File: config.mk
export PLATFORM = sky130hd
export DESIGN_NAME = tcgr_row_unit
export DESIGN_NICKNAME = d
export VERILOG_FILES = /design/src/sv/tcgr_pkg.sv /design/src/sv/tcgr_row_unit.sv
export SDC_FILE = /design/constraint.sdc
export NUM_CORES = 1
export LEC_CHECK = 0
export BUFFER_PORTS_ARGS = -buffer_cell sky130_fd_sc_hd__buf_2
export CORE_ASPECT_RATIO = 0.8
export CORE_MARGIN = 2
export CORE_UTILIZATION = 35
export DETAILED_ROUTE_END_ITERATION = 10
export MAX_ROUTING_LAYER = met4
export PLACE_DENSITY = 0.62
export SYNTH_ARGS = -nofsm -noshare
export SYNTH_HDL_FRONTEND = slang
export SYNTH_SLANG_ARGS = --single-unit
File: constraint.sdc
create_clock -name clk -period 6.43 [get_ports clk]
set_input_delay 0.3215 -clock clk [delete_from_list [all_inputs] [get_ports clk]]
set_output_delay 0.3215 -clock clk [all_outputs]
set_load 0.05 [all_outputs]
File: src/sv/tcgr_pkg.sv
// Shared types and constants of the text console glyph renderer.
`default_nettype none
package tcgr_pkg;

	localparam int COORD_W   = 13;
	localparam int CURY_W    = 16;
	localparam int ROWY_W    = 17;
	localparam int PROD_W    = 30;
	localparam int OFFSET_W  = 28;
	localparam int COLOR_W   = 32;
	localparam int MASK_W    = 8;
	localparam int CODE_W    = 8;
	localparam int ROW_W     = 4;
	localparam int PADDR_W   = 4;
	localparam int PDATA_W   = 32;
	localparam int STORE_MAX = 4096;

	localparam int ROWS_DRAWN  = 16;
	localparam int CELL_WIDTH  = 8;
	localparam int LINE_HEIGHT = 16;

	localparam logic [CODE_W-1:0] CODE_NUL     = 8'd0;
	localparam logic [CODE_W-1:0] CODE_NEWLINE = 8'd10;
	localparam logic [CODE_W-1:0] CODE_RETURN  = 8'd13;

	localparam logic OP_PRINT = 1'b0;
	localparam logic OP_LOAD  = 1'b1;

	localparam logic [1:0] REG_WIDTH  = 2'd0;
	localparam logic [1:0] REG_HEIGHT = 2'd1;
	localparam logic [1:0] REG_PITCH  = 2'd2;
	localparam logic [1:0] REG_COLOR  = 2'd3;

	localparam logic [COORD_W-1:0] RESET_WIDTH  = 13'd1024;
	localparam logic [COORD_W-1:0] RESET_HEIGHT = 13'd768;
	localparam logic [COORD_W-1:0] RESET_PITCH  = 13'd1024;
	localparam logic [COLOR_W-1:0] RESET_COLOR  = 32'hFFFF_FFFF;

	typedef struct packed {
		logic [COORD_W-1:0] width;
		logic [COORD_W-1:0] height;
		logic [COORD_W-1:0] pitch;
		logic [COLOR_W-1:0] color;
	} cfg_t;

	typedef struct packed {
		logic               valid;
		logic               ok;
		logic               last;
		logic [ROWY_W-1:0]  y;
		logic [COORD_W-1:0] x;
	} row_req_t;

endpackage
`default_nettype wire

File: src/sv/tcgr_row_unit.sv
// Shared row datapath: offset multiplier, clipping and the output register.
`default_nettype none
module tcgr_row_unit (
	input  wire logic                         clk,
	input  wire logic                         arst_n,
	input  wire tcgr_pkg::row_req_t           req,
	input  wire tcgr_pkg::cfg_t               cfg,
	input  wire logic [tcgr_pkg::MASK_W-1:0]  rdata,
	output logic                              adv,
	output logic                              m_tvalid,
	input  wire logic                         m_tready,
	// pixel_offset[27:0], pixel_mask[35:28], pixel_color[67:36], zero pad[71:68]
	output logic      [71:0]                  m_tdata,
	output logic                              m_tlast
);
	import tcgr_pkg::*;

	logic                v_s1;
	logic [PROD_W-1:0]   prod_s1;
	logic                vis_s1;
	logic                ok_s1;
	logic                last_s1;
	logic [COORD_W-1:0]  x_s1;
	logic [MASK_W-1:0]   colmask_s1;
	logic [MASK_W-1:0]   colmask;

	logic                valid_q;
	logic [OFFSET_W-1:0] offset_q;
	logic [MASK_W-1:0]   mask_q;
	logic                last_q;

	assign adv = !valid_q || m_tready;

	always_comb begin
		for (int b = 0; b < CELL_WIDTH; b++) begin
			colmask[MASK_W-1-b] = ({1'b0, req.x} + (COORD_W+1)'(b)) < {1'b0, cfg.width};
		end
	end

	always_ff @(posedge clk or negedge arst_n) begin
		if (!arst_n) begin
			v_s1    <= 1'b0;
			valid_q <= 1'b0;
		end else if (adv) begin
			v_s1    <= req.valid;
			valid_q <= v_s1;
		end
	end

	always_ff @(posedge clk) begin
		if (adv) begin
			prod_s1    <= PROD_W'(req.y) * PROD_W'(cfg.pitch);
			vis_s1     <= req.y < ROWY_W'(cfg.height);
			ok_s1      <= req.ok;
			last_s1    <= req.last;
			x_s1       <= req.x;
			colmask_s1 <= colmask;
			if (v_s1) begin
				offset_q <= prod_s1[OFFSET_W-1:0] + OFFSET_W'(x_s1);
				mask_q   <= (ok_s1 && vis_s1) ? (rdata & colmask_s1) : '0;
				last_q   <= last_s1;
			end
		end
	end

	assign m_tvalid = valid_q;
	assign m_tlast  = last_q;
	assign m_tdata  = {4'b0000, cfg.color, mask_q, offset_q};

endmodule
`default_nettype wire

==> results.py <==
metrics = {
    "grt": {
        "grt_pass1_wl_um": 62000,
        "grt_overflow": 0,
        "grt_antenna_before_repair": 0,
        "grt_pass1_vias": 11587,
        "grt_max_degree": 52,
        "grt_usage_pct": 18.4,
    },
    "synthesis": {
        "yosys_warnings": 0,
        "netlist_area_um2": 14800,
        "async_flop_share_pct": 2.20,
        "ys_ff_latch": 91,
        "ys_types": 75,
        "synth_seq_area_share_pct": 18.4,
        "synth_top_flop_cell": "edfxtp_1",
        "syn_area_per_cell_um2": 9.19,
        "syn_inst": 1609,
        "synth_edf_count": 89,
    },
    "layout": {
        "drive_gt1_share_pct": 9.81,
        "nFillCells": 4131,
        "instances_no_fill": 2203,
        "diodes": 0,
        "final_area_um2": 15900,
        "syn_to_final_growth_pct": 7.40,
        "nets": 2118,
        "fin_util_pct": 38.0,
    },
    "critical_path": {
        "reg2reg_depth": 5,
        "rrSetupSlack_ns": 3.63,
        "cpMostUsedCell": "fa_1",
        "crit_slowest_cell": "fa_1",
        "crit_fanout": 17,
        "start_kind": "primary input",
        "crit_path_max_incr_delay_ns": 0.55,
        "cp.arrival_ns": 5.33,
        "path_cells": "buf_2 > nand2_1 > fa_1 > inv_1 > fa_1 > fa_1 > fa_1 > inv_1 > fa_1 > inv_1 > ha_1 > and3_1 > a31o_2 > or3_1 > o21ai_2 > o21bai_1 > xor2_1",
        "rr_startpoint": "prod_s1[12]",
        "cp-end-kind": "flip-flop",
        "criticalPathCategory": "primary input to flip-flop",
        "worstPathRequired_ns": 6.54,
        "critPathBufInv": 4,
        "r2r-end": "offset_q[17]",
        "crit_family": "adder cells",
    },
    "pwr": {
        "ir_worst_vdd_uv": 374,
        "finalPower_mw": 6.87,
        "leakage_nw": 7.67,
        "p_per_area_nw_per_um2": 432,
    },
    "timing": {
        "hold_viol": 0,
        "finalWorstSetupSlack_ns": 1.22,
        "maxSlewHeadroom_pct": 20.8,
        "fin_crit_ns": 5.21,
        "rsz0062_at_grt": "no",
        "clock_skew_ns": 0.00974,
        "finalCritPeriodShare_pct": 81.1,
        "fmax_ghz": 0.192,
        "setup-violations-final": 0,
        "hold_slack_ns": 0.131,
        "tns_ns": 0,
        "maxSlewViolCount": 0,
        "worst_slew_pin_slew_ns": 1.19,
    },
    "worst_hold_path": {
        "min_delay_path_depth": 1,
        "hold_start": "req[31]",
        "min_to": "ok_s1",
        "hold_path.class": "primary input to flip-flop",
    },
    "clock_network": {
        "htree_levels": 3,
        "cts.reportedPaths.clkPinSlew_ns": 0.07,
        "cts_root_buffer": "clkbuf_16",
        "cts_num_sinks": 91,
        "post_cts_buffers": 0,
        "cts_tree": "built",
        "cts_made_buffers": 9,
        "postCtsResizedCells": 0,
        "cts_hold_buf": 1,
        "cts_buffer_depth": 2,
        "clk_latency_ns": 0.36,
    },
    "detailed_routing": {
        "avgRoutedWirePerCell_um": 16.9,
        "via_per_inst": 5.03,
        "drtIter0Drc": 835,
        "wl_um": 37300,
        "drc_errors": 0,
        "first_pass_iters": 5,
        "num_vias": 11088,
        "final_antenna_net_count": 0,
    },
    "die": {
        "die_h_um": 188,
        "initial_core_util_pct": 35.4,
        "coreArea_um2": 41800,
        "io_pins": 190,
        "die_x_um": 234,
        "dieArea_um2": 43900,
        "rows": 67,
    },
    "place": {
        "pre_cts_ws_ns": 0.814,
        "dp_hpwl_um": 30000,
        "place_inst": 2186,
        "io_buffers": 121,
        "gp_congestion": 0.900,
        "placed_area_um2": 15600,
    },
    "status": {
        "status": "completed",
    },
    "job": {
        "maxCapViolCount": 0,
    },
}
-- logic make-up after synthesis --
group	Yosys count	share of synthesized area, %
compound gates	221	10.4
xor+xnor	112	6.72
fa+ha+maj	357	38.6
buf+inv	363	10.2
flops	91	18.4
mux	2	0.144
other cells	1	0.0253
simple gates	462	15.5
-- routing by layer --
metal  wire, µm  global-route usage [%]  vias to the layer above
li1           -                       -                     5318
met1      18200                    26.0                     5429
met2      16400                    27.6                      297
met3       2110                    3.41                       44
met4        567                    3.53                        0
met5          0                       -                        -
-- area by class of cell --
class / count / area, µm² / share of cell area, %
timing repair buffer: 123 / 623 / 3.92
clock inverter: 7 / 68.8 / 0.433
inverter: 263 / 987 / 6.21
multi-input combinational: 1158 / 10600 / 66.5
tap: 552 / 691 / 4.35
sequential: 91 / 2720 / 17.1
clock buffer: 9 / 225 / 1.42
-- worst max path at each step --
stage          startpoint          end  cells past startpoint
5_1_grt           cfg[38]  prod_s1[23]                     17
6_report          cfg[41]  prod_s1[23]                     17
3_5_place_dp      cfg[41]  prod_s1[23]                     17
3_3_place_gp      cfg[41]  prod_s1[23]                     17
4_1_cts           cfg[41]  prod_s1[23]                     17
2_1_floorplan     cfg[38]  prod_s1[23]                     18
-- cells in the final DEF (no fill, tap or decap), types with 22 or more instances in the layout --
master / Yosys / layout
a21o_1: 36 / 36
a21oi_1: 64 / 64
and2_1: 109 / 108
buf_2: 8 / 121
edfxtp_1: 89 / 89
fa_1: 165 / 165
ha_1: 192 / 192
inv_1: 263 / 263
nand2_1: 161 / 161
nand3_1: 35 / 35
nand4_1: 22 / 22
nor2_1: 60 / 60
o21ai_0: 35 / 35
xnor2_1: 53 / 53
xor2_1: 58 / 58
-- sequential cells by signal, summed over array words and instances (netlist names) --
register    cells
last_s1         1
x_s1           13
mask_q          8
v_s1            1
m_tlast         1
m_tvalid        1
colmask_s1      8
vis_s1          1
offset_q       28
prod_s1        28
ok_s1           1
-- where the power goes --
group          switching (mW)  total, mW  internal (mW)  leakage (nW)
logic                    3.18       5.14           1.96          6.64
registers               0.122       1.21           1.08         0.896
clock network           0.251      0.522          0.272         0.138
total                    3.55       6.87           3.32          7.67
-- synthesized netlist by cell type (9+ instances only) --
| cell type | instances | area [µm²] |
|---|---|---|
| edfxtp_1 | 89 | 2670 |
| inv_1 | 263 | 987 |
| a21oi_1 | 64 | 320 |
| and2_1 | 109 | 682 |
| fa_1 | 165 | 3300 |
| nand2_1 | 161 | 604 |
| nor2_1 | 60 | 225 |
| and3_1 | 15 | 93.8 |
| buf_4 | 36 | 270 |
| a21o_1 | 36 | 270 |
| o21ai_0 | 35 | 175 |
| xnor2_1 | 53 | 464 |
| nand3_1 | 35 | 175 |
| xor2_1 | 58 | 508 |
| clkbuf_1 | 52 | 195 |
| ha_1 | 192 | 2400 |
| nor3_1 | 17 | 85.1 |
| nand2b_1 | 9 | 56.3 |
| nand4_1 | 22 | 138 |
Note: power is estimated with default switching activity, not from simulation.
