`src/sv/tcgr_pkg.sv`:
```
// Shared types and constants of the text console glyph renderer.
`default_nettype none
package tcgr_pkg;

	localparam int COORD_W   = 13;
	localparam int CURY_W    = 16;
	localparam int ROWY_W    = 17;
	localparam int PROD_W    = 30;
	localparam int OFFSET_W  = 28;
	localparam int COLOR_W   = 32;
	localparam int MASK_W    = 8;
	localparam int CODE_W    = 8;
	localparam int ROW_W     = 4;
	localparam int PADDR_W   = 4;
	localparam int PDATA_W   = 32;
	localparam int STORE_MAX = 4096;

	localparam int ROWS_DRAWN  = 16;
	localparam int CELL_WIDTH  = 8;
	localparam int LINE_HEIGHT = 16;

	localparam logic [CODE_W-1:0] CODE_NUL     = 8'd0;
	localparam logic [CODE_W-1:0] CODE_NEWLINE = 8'd10;
	localparam logic [CODE_W-1:0] CODE_RETURN  = 8'd13;

	localparam logic OP_PRINT = 1'b0;
	localparam logic OP_LOAD  = 1'b1;

	localparam logic [1:0] REG_WIDTH  = 2'd0;
	localparam logic [1:0] REG_HEIGHT = 2'd1;
	localparam logic [1:0] REG_PITCH  = 2'd2;
	localparam logic [1:0] REG_COLOR  = 2'd3;

	localparam logic [COORD_W-1:0] RESET_WIDTH  = 13'd1024;
	localparam logic [COORD_W-1:0] RESET_HEIGHT = 13'd768;
	localparam logic [COORD_W-1:0] RESET_PITCH  = 13'd1024;
	localparam logic [COLOR_W-1:0] RESET_COLOR  = 32'hFFFF_FFFF;

	typedef struct packed {
		logic [COORD_W-1:0] width;
		logic [COORD_W-1:0] height;
		logic [COORD_W-1:0] pitch;
		logic [COLOR_W-1:0] color;
	} cfg_t;

	typedef struct packed {
		logic               valid;
		logic               ok;
		logic               last;
		logic [ROWY_W-1:0]  y;
		logic [COORD_W-1:0] x;
	} row_req_t;

endpackage
`default_nettype wire

```
`src/sv/tcgr_cfg.sv`:
```
// APB configuration registers of the text console glyph renderer.
`default_nettype none
module tcgr_cfg (
	input  wire logic                          clk,
	input  wire logic                          arst_n,
	input  wire logic                          psel,
	input  wire logic                          penable,
	input  wire logic                          pwrite,
	input  wire logic [tcgr_pkg::PADDR_W-1:0]  paddr,
	input  wire logic [tcgr_pkg::PDATA_W-1:0]  pwdata,
	output logic      [tcgr_pkg::PDATA_W-1:0]  prdata,
	output logic                               pready,
	output tcgr_pkg::cfg_t                     cfg
);
	import tcgr_pkg::*;

	cfg_t       cfg_q;
	logic       wr_en;
	logic [1:0] reg_idx;

	assign pready  = 1'b1;
	assign reg_idx = paddr[3:2];
	assign wr_en   = psel && penable && pwrite && pready;
	assign cfg     = cfg_q;

	always_ff @(posedge clk or negedge arst_n) begin
		if (!arst_n) begin
			cfg_q.width  <= RESET_WIDTH;
			cfg_q.height <= RESET_HEIGHT;
			cfg_q.pitch  <= RESET_PITCH;
			cfg_q.color  <= RESET_COLOR;
		end else if (wr_en) begin
			unique case (reg_idx)
				REG_WIDTH:  cfg_q.width  <= pwdata[COORD_W-1:0];
				REG_HEIGHT: cfg_q.height <= pwdata[COORD_W-1:0];
				REG_PITCH:  cfg_q.pitch  <= pwdata[COORD_W-1:0];
				REG_COLOR:  cfg_q.color  <= pwdata[COLOR_W-1:0];
				default:    cfg_q.color  <= cfg_q.color;
			endcase
		end
	end

	always_comb begin
		unique case (reg_idx)
			REG_WIDTH:  prdata = PDATA_W'(cfg_q.width);
			REG_HEIGHT: prdata = PDATA_W'(cfg_q.height);
			REG_PITCH:  prdata = PDATA_W'(cfg_q.pitch);
			REG_COLOR:  prdata = PDATA_W'(cfg_q.color);
			default:    prdata = '0;
		endcase
	end

endmodule
`default_nettype wire

```
`config.mk`:
```
export PLATFORM = sky130hd
export DESIGN_NAME = tcgr_cfg
export DESIGN_NICKNAME = d
export VERILOG_FILES = /design/src/sv/tcgr_pkg.sv /design/src/sv/tcgr_cfg.sv
export SDC_FILE = /design/constraint.sdc
export NUM_CORES = 1
export LEC_CHECK = 0
export ABC_AREA = 1
export ABC_CLOCK_PERIOD_IN_PS = 1300
export BUFFER_PORTS_ARGS = -buffer_cell sky130_fd_sc_hd__buf_2
export CORE_MARGIN = 2
export CORE_UTILIZATION = 48
export DETAILED_ROUTE_END_ITERATION = 10
export HOLD_SLACK_MARGIN = 0.05
export PLACE_DENSITY = 0.8
export SETUP_SLACK_MARGIN = 0.3
export SLEW_MARGIN = 20
export SYNTH_ARGS = -nofsm -noshare
export SYNTH_HDL_FRONTEND = slang
export SYNTH_SLANG_ARGS = --single-unit
```
`constraint.sdc`:
```
create_clock -name clk -period 1.3 [get_ports clk]
set_input_delay 0.26 -clock clk [delete_from_list [all_inputs] [get_ports clk]]
set_output_delay 0.26 -clock clk [all_outputs]
set_load 0.1 [all_outputs]
```
==> flow_summary_export.csv, run 1 <==
group,metric,value,unit
run_status,status,"did not finish",
run_status,haltStage,"clock tree synthesis (4_1_cts)",
run_status,error,"[ERROR DPL-0038] Utilization greater than 100%, impossible to legalize",
synthesis,synthesis.area,3430,sq um
cts,cts_buffers,9,
floorplanning,die-height,88.6,um
cts,hold_buffers,1,
cts,post-cts-setup-buffer-count,48,
synthesis,seq_area_frac_synth,53.1,%
floorplanning,io_pins,145,
cts,clock_path_buffers,2,
synthesis,synthCells,434,
cts,cts-htree-levels,3,
floorplanning,start_util,50.0,%
placement,portBuffers,141,
placement,routabilityCongestion,0.922,
placement,place_ws,-238,ps
cts,cts_root_buf,"clkbuf_8",
synthesis,synth_nets,475,
synthesis,ys_types,18,
cts,postCtsResizedCells,68,
cts,clkSinkCount,71,
synthesis,synth-seq-cells,71,
synthesis,yosys_warnings,0,
floorplanning,rows,30,
placement,place_hpwl,11300,um
floorplanning,die_w,88.6,um
placement,dp_cells,687,
synthesis,postSynthAreaPerCell,7.91,sq um
-- Yosys cell counts --
master	count	area share [%]
conb_1	1	0.11
nand3_1	39	5.7
nor2_2	1	0.18
nand2_1	230	25
nand2_4	2	0.66
buf_2	9	1.3
clkbuf_1	2	0.22
nor2_1	19	2.1
buf_6	8	2.6
inv_1	20	2.2
nor2_4	5	1.6
nand4_1	13	2.4
nand2_2	3	0.55
dfrtp_1	35	26
dfstp_2	36	28
nand3_4	1	0.51
buf_4	5	1.1
inv_2	5	0.55
-- cells by family after synthesis --
family | share of synthesized area, %
other | 0.109
flip-flops | 53.1
AND/OR/NAND/NOR | 38.8
buffers and inverters | 7.98
-- stage by stage --
stage / instance area, sq um / utilization [%]
global placement: 6470 / 94.1
floorplan: 3880 / -
detailed placement: 6470 / 94.1
==> run 2: changes to the inputs <==
--- a/config.mk
+++ b/config.mk
@@ -9,11 +9,9 @@
 export ABC_CLOCK_PERIOD_IN_PS = 1300
 export BUFFER_PORTS_ARGS = -buffer_cell sky130_fd_sc_hd__buf_2
 export CORE_MARGIN = 2
-export CORE_UTILIZATION = 48
+export CORE_UTILIZATION = 40
 export DETAILED_ROUTE_END_ITERATION = 10
-export HOLD_SLACK_MARGIN = 0.05
-export PLACE_DENSITY = 0.8
-export SETUP_SLACK_MARGIN = 0.3
+export PLACE_DENSITY_LB_ADDON = 0.15
 export SLEW_MARGIN = 20
 export SYNTH_ARGS = -nofsm -noshare
 export SYNTH_HDL_FRONTEND = slang
==> run 2 against run 1 <==
The flow now finishes, with violations (setup timing). Synthesized area unchanged. Synthesized cell count unchanged.
==> flow_summary_export.csv, run 2 <==
group,metric,value,unit
layout,area_growth,109,%
cts,cts_tree,"built",
grt,grtUsageMet3,4.26,%
placement,portBuffers,141,
critical_path,cp_max_fo,2,
floorplanning,dieArea,9340,sq um
grt,grt_pass1_wl,20300,um
layout,drive_gt1_share,59.4,%
synthesis,synth_area_leaders,"dfstp_2 28%, dfrtp_1 26%, nand2_1 25%",
layout,finalCoreUtilization,86.9,%
sta,hold_viol_final,0,
routing,viasPerCell,5.19,
synthesis,ys_types,18,
synthesis,yosysTopAreaCell,"dfstp_2",
grt,grt_pass1_vias,3991,
run_status,violations,"setup timing",
critical_path,cp-end-kind,"primary output",
floorplanning,io_pins,145,
power,swShare,49.0,%
cts,clkLatencyLatePin,330,ps
grt,globalRouteMet1Util,33.9,%
layout,final_cell_mix,"229 x nand2_1, 109 x buf_12, 40 x buf_4, 38 x buf_2, 36 x buf_6",
sta,grt_setup_unrepaired,"true",
synthesis,synth.most_common_cell,"nand2_1",
grt,grt.overflow.total,0,
layout,diodes,0,
floorplanning,start_util,41.6,%
sta,clock_skew,0,ps
placement,place_hpwl,8180,um
routing,drt_iter0_drc,202,
routing,via_count,3917,
synthesis,synth-seq-cells,71,
synthesis,synthesis.area,3430,sq um
sta,fin_ws,-349,ps
synthesis,synth-edff-count,0,
layout,finish.net_count,686,
power,p_leak,3.29,nW
synthesis,yosys_warnings,0,
cts,clkSinkCount,71,
min_path,hold_class,"primary input to flop",
placement,place_ws,-207,ps
synthesis,postSynthAreaPerCell,7.91,sq um
power,seqPwrFrac,25.7,%
cts,cts-htree-levels,3,
sta,timing.hold.ws,130,ps
sta,fin_tns_setup,-16030,ps
power,p_clk_share,13.3,%
synthesis,ys_top_cells_by_count,"230 x nand2_1, 39 x nand3_1, 36 x dfstp_2",
critical_path,critPathKind,"flop to primary output",
critical_path,cp-start-kind,"flop",
critical_path,crit_required,1040,ps
synthesis,ys.flop_type,"dfstp_2",
floorplanning,die-height,96.6,um
grt,grt.busiest_layer,"met2",
power,power.density,2010,nW/um^2
floorplanning,core,8260,sq um
grt,grtUsageMet2,46.3,%
layout,layout.cells.most_common,"nand2_1",
job,maxCapViolCount,0,
power,p_int,7.35,mW
routing,wl,13300,um
routing,ant_nets,0,
routing,firstDrtPassIters,4,
synthesis,synth_nets,475,
synthesis,async_flop_share,100,%
critical_path,arrival,1390,ps
run_status,status,"finished, violations left",
synthesis,synthDominantCellAreaShare,27.6,%
power,ir_worst_vdd,1.29,mV
grt,antenna_found_initial,0,
sta,finalSetupViolCount,68,
floorplanning,die_w,96.6,um
placement,routabilityCongestion,0.861,
synthesis,seq_area_frac_synth,53.1,%
sta,slew_violations,0,
sta,min_period,1650,ps
routing,drt_drc_violations_left,0,
sta,fin_crit_sh,127,%
floorplanning,rows,33,
layout,largest_reg_flops,71,
power,p_comb_share,61.0,%
cts,cts_root_buf,"clkbuf_8",
synthesis,synthCells,434,
sta,fmax,606,MHz
cts,cts_buffers,9,
power,p_sw,7.05,mW
cts,clock_path_buffers,2,
cts,path_clk_slew,80,ps
grt,grt.total_usage,27.0,%
routing,wl_per_cell,17.7,um
grt,grt_max_degree,72,
run 2: cell counts after synthesis:
No cell type changed its count.
run 2: power by group through the flow:
stage                     Clock, mW  Combinational, mW  Sequential [mW]
after floorplan                   0               1.67             6.94
after global placement            0               8.03             3.72
after CTS                      1.93               8.58             3.65
after global routing           2.04               9.02             3.76
final                          1.91               8.79             3.70
after detailed placement          0               8.12             3.73
run 2: path summary, 6_finish.rpt:
| check | startpoint | end | slack (ps) | cells after the start |
|---|---|---|---|---|
| max in group asynchronous | arst_n | cfg[31] | 490 | 3 |
| max reg2reg | cfg[26] | cfg[26] | 210 | 5 |
| max | cfg[7] | prdata[7] | -350 | 3 |
| min | pwdata[27] | cfg[27] | 130 | 3 |
| min in group asynchronous | arst_n | cfg[38] | 470 | 3 |
| min reg2reg | cfg[66] | cfg[66] | 540 | 2 |
run 2: worst max-delay path, cell delays in order (launching register included):
cell and delay [ps]:
dfstp_4 630, nand3_2 80, nand4_1 140, buf_12 190
run 2: final cells by class:
| class | count | area, sq um |
|---|---|---|
| clock buffers | 10 | 128 |
| clock inverters | 6 | 85.1 |
| fillers | 380 | 1080 |
| inverters | 25 | 93.8 |
| multi-input cells | 314 | 1590 |
| flip-flops and latches | 71 | 2060 |
| well taps | 105 | 131 |
| repair buffers | 224 | 3090 |
run 2: cells by family (layout without fill, tap and decap cells):
kind of cell | Yosys count | in the layout | synth area share [%]
buffers and inverters | 49 | 265 | 7.98
and+or+nand+nor | 313 | 313 | 38.8
other | 1 | 1 | 0.109
DFF | 71 | 71 | 53.1
run 2: layer usage:
metal | vias up | share of wire (%)
met2 | 190 | 52
li1 | 1758 | -
met1 | 1944 | 39
met3 | 25 | 6.9
met5 | - | 0
met4 | 0 | 2.2
run 2: per-stage QoR:
step	std cells	instance area [sq um]	power, mW
after floorplan	434	3880	8.61
after global placement	698	6460	11.8
after detailed placement	698	6460	11.8
after CTS	741	7010	14.2
after global routing	755	7180	14.8
final	755	7180	14.4
run 2: what timing repair did:
action                                 CTS  global route
hold buffers                             1             0
resized for setup                       34            18
buffers inserted                        26            18
endpoints found under the hold margin   35             0
pin swaps                               16             1
setup endpoints to repair               69            86
Note: power is estimated with default switching activity, not from simulation.
==> run 3: changes to the inputs <==
--- a/config.mk
+++ b/config.mk
@@ -9,9 +9,9 @@
 export ABC_CLOCK_PERIOD_IN_PS = 1300
 export BUFFER_PORTS_ARGS = -buffer_cell sky130_fd_sc_hd__buf_2
 export CORE_MARGIN = 2
-export CORE_UTILIZATION = 40
+export CORE_UTILIZATION = 48
 export DETAILED_ROUTE_END_ITERATION = 10
-export PLACE_DENSITY_LB_ADDON = 0.15
+export PLACE_DENSITY = 0.83
 export SLEW_MARGIN = 20
 export SYNTH_ARGS = -nofsm -noshare
 export SYNTH_HDL_FRONTEND = slang
==> run 3 against run 2 <==
The flow now stops in clock tree synthesis (4_1_cts). Synthesized cell count unchanged. Synthesized area unchanged.
==> flow_summary_export.csv, run 3 <==
group,metric,value,unit
cts,postCtsResizedCells,44,
cts,clkSinkCount,71,
synthesis,ys.flop_type,"dfstp_2",
synthesis,synth.most_common_cell,"nand2_1",
floorplanning,rows,30,
synthesis,synthMuxAreaShare,0,%
placement,place_hpwl,12500,um
cts,cts_root_buf,"clkbuf_8",
synthesis,synthDominantCellAreaShare,27.6,%
run_status,error,"[ERROR DPL-0038] Utilization greater than 100%, impossible to legalize",
run_status,status,"did not finish",
synthesis,yosys_warnings,0,
synthesis,ys_top_cells_by_count,"230 x nand2_1, 39 x nand3_1, 36 x dfstp_2",
floorplanning,die_w,88.6,um
synthesis,synth-simple-area-share,38.8,%
placement,portBuffers,141,
synthesis,postSynthAreaPerCell,7.91,sq um
cts,hold_buffers,1,
synthesis,synthCells,434,
synthesis,synth-compound-area-share,0,%
cts,post-cts-setup-buffer-count,40,
synthesis,synth_area_leaders,"dfstp_2 28%, dfrtp_1 26%, nand2_1 25%",
floorplanning,io_pins,145,
floorplanning,die-height,88.6,um
floorplanning,start_util,50.0,%
cts,cts_buffers,9,
synthesis,async_flop_share,100,%
cts,cts-htree-levels,3,
cts,clock_path_buffers,2,
run_status,haltStage,"clock tree synthesis (4_1_cts)",
synthesis,yosysTopAreaCell,"dfstp_2",
synthesis,synthesis.area,3430,sq um
synthesis,synthXorXnorAreaFrac,0,%
synthesis,synth_top_family_by_area,"simple AND/OR/NAND/NOR gates",
synthesis,synth-edff-count,0,
synthesis,seq_area_frac_synth,53.1,%
synthesis,synth_nets,475,
synthesis,synth-seq-cells,71,
synthesis,ys_types,18,
synthesis,synthAdderAreaFrac,0,%
placement,routabilityCongestion,0.880,
-- run 3: stage by stage --
stage | instance area [sq um] | worst slack, ps | cells | hold slack [ps] | util, %
3_3_place_gp | 6490 | -117 | 692 | 303 | 94.4
3_5_place_dp | 6490 | -171 | 692 | 309 | 94.4
2_1_floorplan | 3880 | -624 | 434 | -35.6 | -
-- run 3: cells by family after synthesis --
| family | count (synthesis) |
|---|---|
| buffers and inverters | 49 |
| other | 1 |
| and+or+nand+nor | 313 |
| DFF | 71 |
